### src/hw/rtl/nrd_pkg.sv
`default_nettype none
package nrd_pkg;

    // Width of each operand and result field on the stream ports.
    localparam int FIELD_W     = 16;
    localparam int TDATA_W     = 2 * FIELD_W;
    localparam int DEF_WIDTH   = 16;

    // Control that travels with every pipeline slot.
    typedef struct packed {
        logic valid;
        logic div_by_zero;
    } t_slot_ctl;

endpackage
`default_nettype wire

### src/hw/rtl/non_restoring_divider.sv
`default_nettype none
// Unsigned non-restoring divider, fully pipelined. Each transaction on the
// slave stream carries a dividend and a divisor; each transaction on the
// master stream carries the quotient, the remainder and, in tuser, a flag
// set when the divisor was zero (then the quotient is all ones and the
// remainder equals the dividend). One division enters per cycle while the
// output is not stalled. Each result passes one register stage per quotient
// bit, each holding a single (WIDTH+1)-bit add/subtract, plus one stage for
// the final remainder correction, which also serves as the output register.
// The whole pipeline holds while a result waits at the output, so
// s_axis_tready is high whenever the output slot is empty or being taken.
// Operand bits from WIDTH upward are ignored; results wider than 16 bits are
// truncated and narrower ones zero-extended.
module non_restoring_divider #(
    parameter int WIDTH = nrd_pkg::DEF_WIDTH
) (
    input  wire                          i_clk,
    input  wire                          i_rst_n,
    input  wire                          s_axis_tvalid,
    output logic                         s_axis_tready,
    // [15:0] dividend, [31:16] divisor
    input  wire [nrd_pkg::TDATA_W-1:0]   s_axis_tdata,
    output logic                         m_axis_tvalid,
    input  wire                          m_axis_tready,
    // [15:0] quotient, [31:16] remainder
    output logic [nrd_pkg::TDATA_W-1:0]  m_axis_tdata,
    // [0] div_by_zero
    output logic                         m_axis_tuser
);
    import nrd_pkg::*;

    // Operand fields, widened so that any WIDTH can slice them.
    logic [FIELD_W+WIDTH-1:0] dividend_wide;
    logic [FIELD_W+WIDTH-1:0] divisor_wide;
    logic [FIELD_W+WIDTH-1:0] quot_wide;
    logic [FIELD_W+WIDTH-1:0] rem_wide;

    // Pipeline slots: index 0 is the entry, index k the output of round k.
    t_slot_ctl        ctl [0:WIDTH];
    logic [WIDTH:0]   acc [0:WIDTH];
    logic [WIDTH-1:0] q   [0:WIDTH];
    logic [WIDTH-1:0] m   [0:WIDTH];

    t_slot_ctl        out_ctl;
    logic [WIDTH-1:0] out_quot;
    logic [WIDTH-1:0] out_rem;
    logic             advance;

    // Advance every stage together unless a finished result is stalled.
    assign advance       = !out_ctl.valid || m_axis_tready;
    assign s_axis_tready = advance;

    assign dividend_wide = {{WIDTH{1'b0}}, s_axis_tdata[FIELD_W-1:0]};
    assign divisor_wide  = {{WIDTH{1'b0}}, s_axis_tdata[TDATA_W-1:FIELD_W]};

    // Entry slot: empty partial remainder, dividend in the quotient register.
    assign ctl[0] = '{valid:       s_axis_tvalid,
                      div_by_zero: (divisor_wide[WIDTH-1:0] == '0)};
    assign acc[0] = '0;
    assign q[0]   = dividend_wide[WIDTH-1:0];
    assign m[0]   = divisor_wide[WIDTH-1:0];

    // One stage per quotient bit, most significant first.
    for (genvar k = 0; k < WIDTH; k++) begin : g_round
        nrd_stage #(
            .W (WIDTH)
        ) u_stage (
            .i_clk   (i_clk),
            .i_rst_n (i_rst_n),
            .i_en    (advance),
            .i_ctl   (ctl[k]),
            .i_acc   (acc[k]),
            .i_q     (q[k]),
            .i_m     (m[k]),
            .o_ctl   (ctl[k+1]),
            .o_acc   (acc[k+1]),
            .o_q     (q[k+1]),
            .o_m     (m[k+1])
        );
    end

    // Remainder correction and output register.
    nrd_fix #(
        .W (WIDTH)
    ) u_fix (
        .i_clk   (i_clk),
        .i_rst_n (i_rst_n),
        .i_en    (advance),
        .i_ctl   (ctl[WIDTH]),
        .i_acc   (acc[WIDTH]),
        .i_q     (q[WIDTH]),
        .i_m     (m[WIDTH]),
        .o_ctl   (out_ctl),
        .o_quot  (out_quot),
        .o_rem   (out_rem)
    );

    // With a zero divisor the rounds already give all ones and the dividend.
    assign quot_wide = {{FIELD_W{1'b0}}, out_quot};
    assign rem_wide  = {{FIELD_W{1'b0}}, out_rem};

    assign m_axis_tvalid = out_ctl.valid;
    assign m_axis_tdata  = {rem_wide[FIELD_W-1:0], quot_wide[FIELD_W-1:0]};
    assign m_axis_tuser  = out_ctl.div_by_zero;

endmodule
`default_nettype wire

### src/hw/rtl/nrd_stage.sv
`default_nettype none
module nrd_stage #(
    parameter int W = nrd_pkg::DEF_WIDTH
) (
    input  wire                 i_clk,
    input  wire                 i_rst_n,
    input  wire                 i_en,
    input  wire nrd_pkg::t_slot_ctl i_ctl,
    input  wire [W:0]           i_acc,
    input  wire [W-1:0]         i_q,
    input  wire [W-1:0]         i_m,
    output nrd_pkg::t_slot_ctl  o_ctl,
    output logic [W:0]          o_acc,
    output logic [W-1:0]        o_q,
    output logic [W-1:0]        o_m
);
    import nrd_pkg::*;

    logic [W:0]   n_shift;
    logic [W:0]   n_acc;
    logic [W-1:0] n_q;
    logic         r_valid;
    logic         r_dz;
    logic [W:0]   r_acc;
    logic [W-1:0] r_q;
    logic [W-1:0] r_m;

    // Shift in the next dividend bit, then add or subtract by the old sign.
    always_comb begin
        n_shift = {i_acc[W-1:0], i_q[W-1]};
        if (i_acc[W]) begin
            n_acc = n_shift + {1'b0, i_m};
        end else begin
            n_acc = n_shift - {1'b0, i_m};
        end
        n_q = {i_q[W-2:0], ~n_acc[W]};
    end

    always_ff @(posedge i_clk) begin
        if (!i_rst_n) begin
            r_valid <= 1'b0;
        end else if (i_en) begin
            r_valid <= i_ctl.valid;
        end
    end

    always_ff @(posedge i_clk) begin
        if (i_en) begin
            r_dz  <= i_ctl.div_by_zero;
            r_acc <= n_acc;
            r_q   <= n_q;
            r_m   <= i_m;
        end
    end

    assign o_ctl = '{valid: r_valid, div_by_zero: r_dz};
    assign o_acc = r_acc;
    assign o_q   = r_q;
    assign o_m   = r_m;

endmodule
`default_nettype wire

### src/hw/rtl/nrd_fix.sv
`default_nettype none
module nrd_fix #(
    parameter int W = nrd_pkg::DEF_WIDTH
) (
    input  wire                 i_clk,
    input  wire                 i_rst_n,
    input  wire                 i_en,
    input  wire nrd_pkg::t_slot_ctl i_ctl,
    input  wire [W:0]           i_acc,
    input  wire [W-1:0]         i_q,
    input  wire [W-1:0]         i_m,
    output nrd_pkg::t_slot_ctl  o_ctl,
    output logic [W-1:0]        o_quot,
    output logic [W-1:0]        o_rem
);
    import nrd_pkg::*;

    logic [W:0]   n_rem;
    logic         r_valid;
    logic         r_dz;
    logic [W-1:0] r_quot;
    logic [W-1:0] r_rem;

    // Add the divisor back once when the last partial remainder is negative.
    always_comb begin
        if (i_acc[W]) begin
            n_rem = i_acc + {1'b0, i_m};
        end else begin
            n_rem = i_acc;
        end
    end

    always_ff @(posedge i_clk) begin
        if (!i_rst_n) begin
            r_valid <= 1'b0;
        end else if (i_en) begin
            r_valid <= i_ctl.valid;
        end
    end

    always_ff @(posedge i_clk) begin
        if (i_en) begin
            r_dz   <= i_ctl.div_by_zero;
            r_quot <= i_q;
            r_rem  <= n_rem[W-1:0];
        end
    end

    assign o_ctl  = '{valid: r_valid, div_by_zero: r_dz};
    assign o_quot = r_quot;
    assign o_rem  = r_rem;

endmodule
`default_nettype wire

### config.mk
export PLATFORM = sky130hd
export DESIGN_NAME = non_restoring_divider
export DESIGN_NICKNAME = d
export VERILOG_FILES = /design/src/hw/rtl/nrd_pkg.sv /design/src/hw/rtl/non_restoring_divider.sv /design/src/hw/rtl/nrd_stage.sv /design/src/hw/rtl/nrd_fix.sv
export SDC_FILE = /design/constraint.sdc
export NUM_CORES = 1
export LEC_CHECK = 0
export BUFFER_PORTS_ARGS = -buffer_cell sky130_fd_sc_hd__buf_2
export CAP_MARGIN = 15
export CORE_UTILIZATION = 50
export CTS_CLUSTER_DIAMETER = 80
export CTS_CLUSTER_SIZE = 8
export DETAILED_ROUTE_END_ITERATION = 8
export PLACE_DENSITY = 0.68
export SETUP_SLACK_MARGIN = 0.1
export SLEW_MARGIN = 20
export SYNTH_ARGS = -nofsm -noshare
export SYNTH_HDL_FRONTEND = slang
export SYNTH_SLANG_ARGS = --single-unit
export TNS_END_PERCENT = 30
### constraint.sdc
create_clock -name i_clk -period 36.4 [get_ports i_clk]
set_clock_uncertainty 0.2 [all_clocks]
set_input_delay 7.28 -clock i_clk [delete_from_list [all_inputs] [get_ports i_clk]]
set_output_delay 7.28 -clock i_clk [all_outputs]
set_load 0.02 [all_outputs]
# Yosys cells after proc, flatten, opt, wreduce, memory -nomap -nowiden
# Index checks and enable logic that the tools add are counted.
# W data, S select, Z words.
[totals]
mem_bits_rw = 0
latch_bits = 0
romBits = 0
in_bits = 36
wordCells = 151
regBits = 850
mem_count = 0
[classes]
n_reduce_logical = 3
n_mux = 16
addsub = 32
shifts = 0
bitwise_logic = 16
mul = 0
order_cmp = 0
div = 0
n_eq_ne = 0
[ops]
columns = ["op", "n"]
rows = [
  ["$add A17 B16 Y17", 15],
  ["$mux W17", 15],
  ["$sub A17 B16 Y17", 15],
  ["$sub A1 B16 Y17", 1],
  ["$add A16 B16 Y16", 1],
  ["$logic_not A16 Y1", 1],
  ["$mux W16", 1],
  ["$not A1 Y1", 16],
  ["$logic_not A1 Y1", 1],
  ["$logic_or A1 B1 Y1", 1],
]

# Logic depth before layout (Yosys ltp)
[depth]
ltp_word = 3
depth_mapped = 16

# Cells and area by module
# A second synthesis with hierarchy kept.
[hier_totals]
cells_unflattened = 3575
hier_area_um2 = 45016.9
[modules_own_cells]
columns = ["module", "cells_per_inst", "instances", "seq_area_each_um2", "area_per_inst_um2"]
rows = [
  ["nrd_stage at g_round[10].u_stage ...", 215, 9, 1521.5, 2706.3],
  ["nrd_stage at g_round[0].u_stage ...", 212, 4, 1521.5, 2657.5],
  ["nrd_stage at g_round[9].u_stage", 215, 1, 1521.5, 2708.8],
  ["nrd_stage at g_round[8].u_stage", 208, 1, 1521.5, 2640.0],
  ["nrd_stage at g_round[7].u_stage", 209, 1, 1521.5, 2636.3],
  ["nrd_fix", 153, 1, 1011.0, 2000.7],
  ["non_restoring_divider", 7, 1, 0.0, 43.8],
]

# Worst setup path before layout
# Ideal clock, no wire load.
[synth_path]
path_kind = "input to output"
from = "in m_axis_tready"
to = "out s_axis_tready"
cell_stages = 4
path_slack_ps = -1369
n_path_buf = 2
t_arrival_ps = 30289
cell_sequence = "nor2b_1 -> clkbuf_1 -> clkinv_1 -> buf_1"
[synth_between]
elab_chain_cells = 1
[synth_lines]
columns = ["item", "line", "rtl"]
rows = [
  ["start, declared", "non_restoring_divider.sv:24", "input wire m_axis_tready,"],
  ["$logic_or A1 B1 Y1", "non_restoring_divider.sv:50", "assign advance = !out_ctl.valid || m_axis_tready;"],
  ["end, declared", "non_restoring_divider.sv:20", "output logic s_axis_tready,"],
]
# Every way passes these cells.

# Worst setup path after layout
# Ends and elaborated chain as after synthesis.

==> metrics.cfg <==
[synth]
netlist_instances = 3359
ys.warnings.count = 0
synthArstFlopShare_pct = 0
synth_edf_count = 833
ys.flop_type = edfxtp_1
ys_seq_area_share_pct = 59.2
netlist_area_sq_mm = 0.0428
synth-seq-cells = 850
syn_area_per_cell_sq_um = 12.7
synth_cell_type_count = 87
synth.net_count = 3683

[cells_and_area]
seqCellArea_sq_mm = 0.0254
fin_area_sq_mm = 0.0477
synthToLayoutAreaGrowth_pct = 11.4
layout-drive-gt1-share_pct = 7.47
nFillCells = 6749
diodes = 0
final_common_cell = edfxtp_1
final_cell_mix = edfxtp_1 (833), ha_1 (272), a21oi_1 (262)
multi_input_area_sq_mm = 0.0166
final_nets = 3839
fin_util_pct = 56.6

[placement]
place_area_sq_mm = 0.0445
place_congestion = 0.870
io_buffers = 70
dp_hpwl_microns = 55700

[global_route]
grt_pass1_vias = 24952
grt_pass1_wl_microns = 127000
grt_max_degree = 113
overflow = 0
antenna_found_initial = 2
grt_usage_pct = 18.2

[critical_path]
cp-start-kind = primary input
end_kind = output port
r2r-start = u_fix.r_valid
cp.required_ns = 28.92
regToRegSetupSlack_ns = 30.98
startpoint = m_axis_tready
cp.arrival_ns = 8.39
cp_max_fo = 112
critPathKind = primary input to output port

[clock_tree]
ctsResizeCount = 0
clkSinkCount = 850
tritoncts.num_buffers = 116
clk_pin_slew_ns = 0.05
post_cts_buffers = 0
htree_levels = 3
clock_path_buffers = 3
clk_latency_ns = 0.69
cts_hold_buf = 0
cts_root_buf = clkbuf_16
cts_tree = done

[detailed_routing]
drcViolationCount = 0
num_vias = 25748
vias_per_cell = 5.50
post_drt_wl_per_cell_microns = 16.7
firstDrtPassIters = 7
drt_iter0_markers = 1463
routed_wl_microns = 78200
ant_nets = 0

[timing]
whs_ns = 0.179
fin_crit_ns = 15.87
maxSlewHeadroom_pct = 29.3
setup_viol = 0
worst_pin_slew_ns = 1.03
grt_setup_unrepaired = no
fin_setup_tns_ns = 0
slew_violations = 0
fmax_ghz = 0.0630
min_period_over_period_pct = 43.6
hold_viol = 0

[min_path]
hp-start = g_round[13].u_stage.o_q[1]
hold_path.class = register to register

[pwr]
swShare_pct = 36.2
seqPwrFrac_pct = 34.8
internal-power_mw = 3.05
power_density_mw_per_mm2 = 100
ir_drop_uv = 51.6
power_mw = 4.78
p_leak_nw = 18.8
power_switching_mw = 1.73
combPwrFrac_pct = 45.3
pwr-share-clk_pct = 20.0

[floorplanning]
rows = 106
io-pin-count = 71
floorplan.initialDensity_pct = 50.8
die-area_sq_mm = 0.0868
core_sq_mm = 0.0842
fp.dieW_microns = 295
die_y_microns = 295

[run]
drv_cap = 0

[status]
status = finished clean

==> critical path, stage by stage <==
cell	delay (ns)
buf_2	0.07
nor2b_1	0.03
buf_4	0.20
inv_8	0.50
buf_2	0.29
==> synth_stat cells (all sizes together) (6+ instances only) <==
cell type,number,share of area (%)
ha,272,7.9
or2,8,0.12
a221oi,9,0.18
clkbuf,42,0.37
a21boi,21,0.37
a21oi,262,3.1
a2111oi,13,0.28
nor2b,15,0.22
and3,30,0.44
or3,31,0.47
o21bai,54,0.95
o41ai,7,0.14
dfxtp,17,0.79
or4,9,0.18
a211oi,17,0.30
fa,16,0.75
nor4,36,0.59
a31oi,61,0.89
nand3,39,0.46
nand3b,12,0.21
o31ai,23,0.42
nor3b,14,0.28
nand2b,28,0.41
nor4b,7,0.18
xnor2,218,4.5
nor2,239,2.1
o211ai,6,0.11
and2,14,0.20
inv,171,1.5
xor2,234,4.8
nand4,18,0.26
a21o,79,1.4
o21a,21,0.37
nor3,135,1.6
o21ai,106,1.2
mux2,22,0.58
nand2,133,1.2
edfxtp,833,58
==> worst paths after layout <==
path | endpoint | cells after the start
setup / recovery | s_axis_tready | 5
hold reg to reg | g_round[14].u_stage.o_q[2] | 0
setup reg to reg | u_fix.o_quot[13] | 7
hold / removal | g_round[14].u_stage.o_q[2] | 0
==> sequential cells by signal (all words and copies together), names as in the netlist <==
| signal | cells |
|---|---|
| u_fix.o_quot | 16 |
| g_round.u_stage.o_q | 256 |
| u_fix.o_rem | 16 |
| g_round.u_stage.r_valid | 16 |
| u_fix.r_dz | 1 |
| g_round.u_stage.o_m | 256 |
| g_round.u_stage.r_dz | 16 |
| u_fix.r_valid | 1 |
| g_round.u_stage.o_acc | 272 |
==> logic make-up (layout without fill, tap and decap cells) <==
group / count (synthesis) / after routing / synth area share, %
compound gates: 736 / 736 / 10.9
xor+xnor: 452 / 452 / 9.25
fa+ha+maj: 288 / 288 / 8.70
buf+inv: 219 / 408 / 1.92
flops: 850 / 850 / 59.2
mux: 27 / 27 / 0.696
simple gates: 787 / 787 / 9.29
==> routing by layer <==
layer | global-route usage [%] | wire (microns) | up-vias
li1 | - | - | 12882
met1 | 23.0 | 34000 | 12265
met4 | 5.96 | 1750 | 0
met2 | 31.5 | 38900 | 467
met5 | 0 | 0 | -
met3 | 3.22 | 3540 | 134
==> final cells by class <==
class	count	share of cell area, %
inverters	173	1.38
clock buffers	143	6.30
well taps	1134	2.98
flip-flops and latches	850	53.2
clock inverters	8	0.328
multi-input cells	2290	34.9
repair buffers	84	0.955
==> through the flow <==
step	cells	setup WS (ns)
5_1_grt	4682	20.41
3_3_place_gp	4531	20.46
2_1_floorplan	3359	1.27
3_5_place_dp	4531	20.47
6_report	4682	20.53
4_1_cts	4682	20.47
==> power by group through the flow <==
stage	sequential [mW]	combinational [mW]	clock [mW]
finish	1.66	2.16	0.956
global route	1.69	2.42	1.03
CTS	1.67	2.17	0.988
detailed placement	1.68	2.15	0
global placement	1.68	2.13	0
floorplan	1.62	1.73	0
Power figures use the tool's default switching activity.
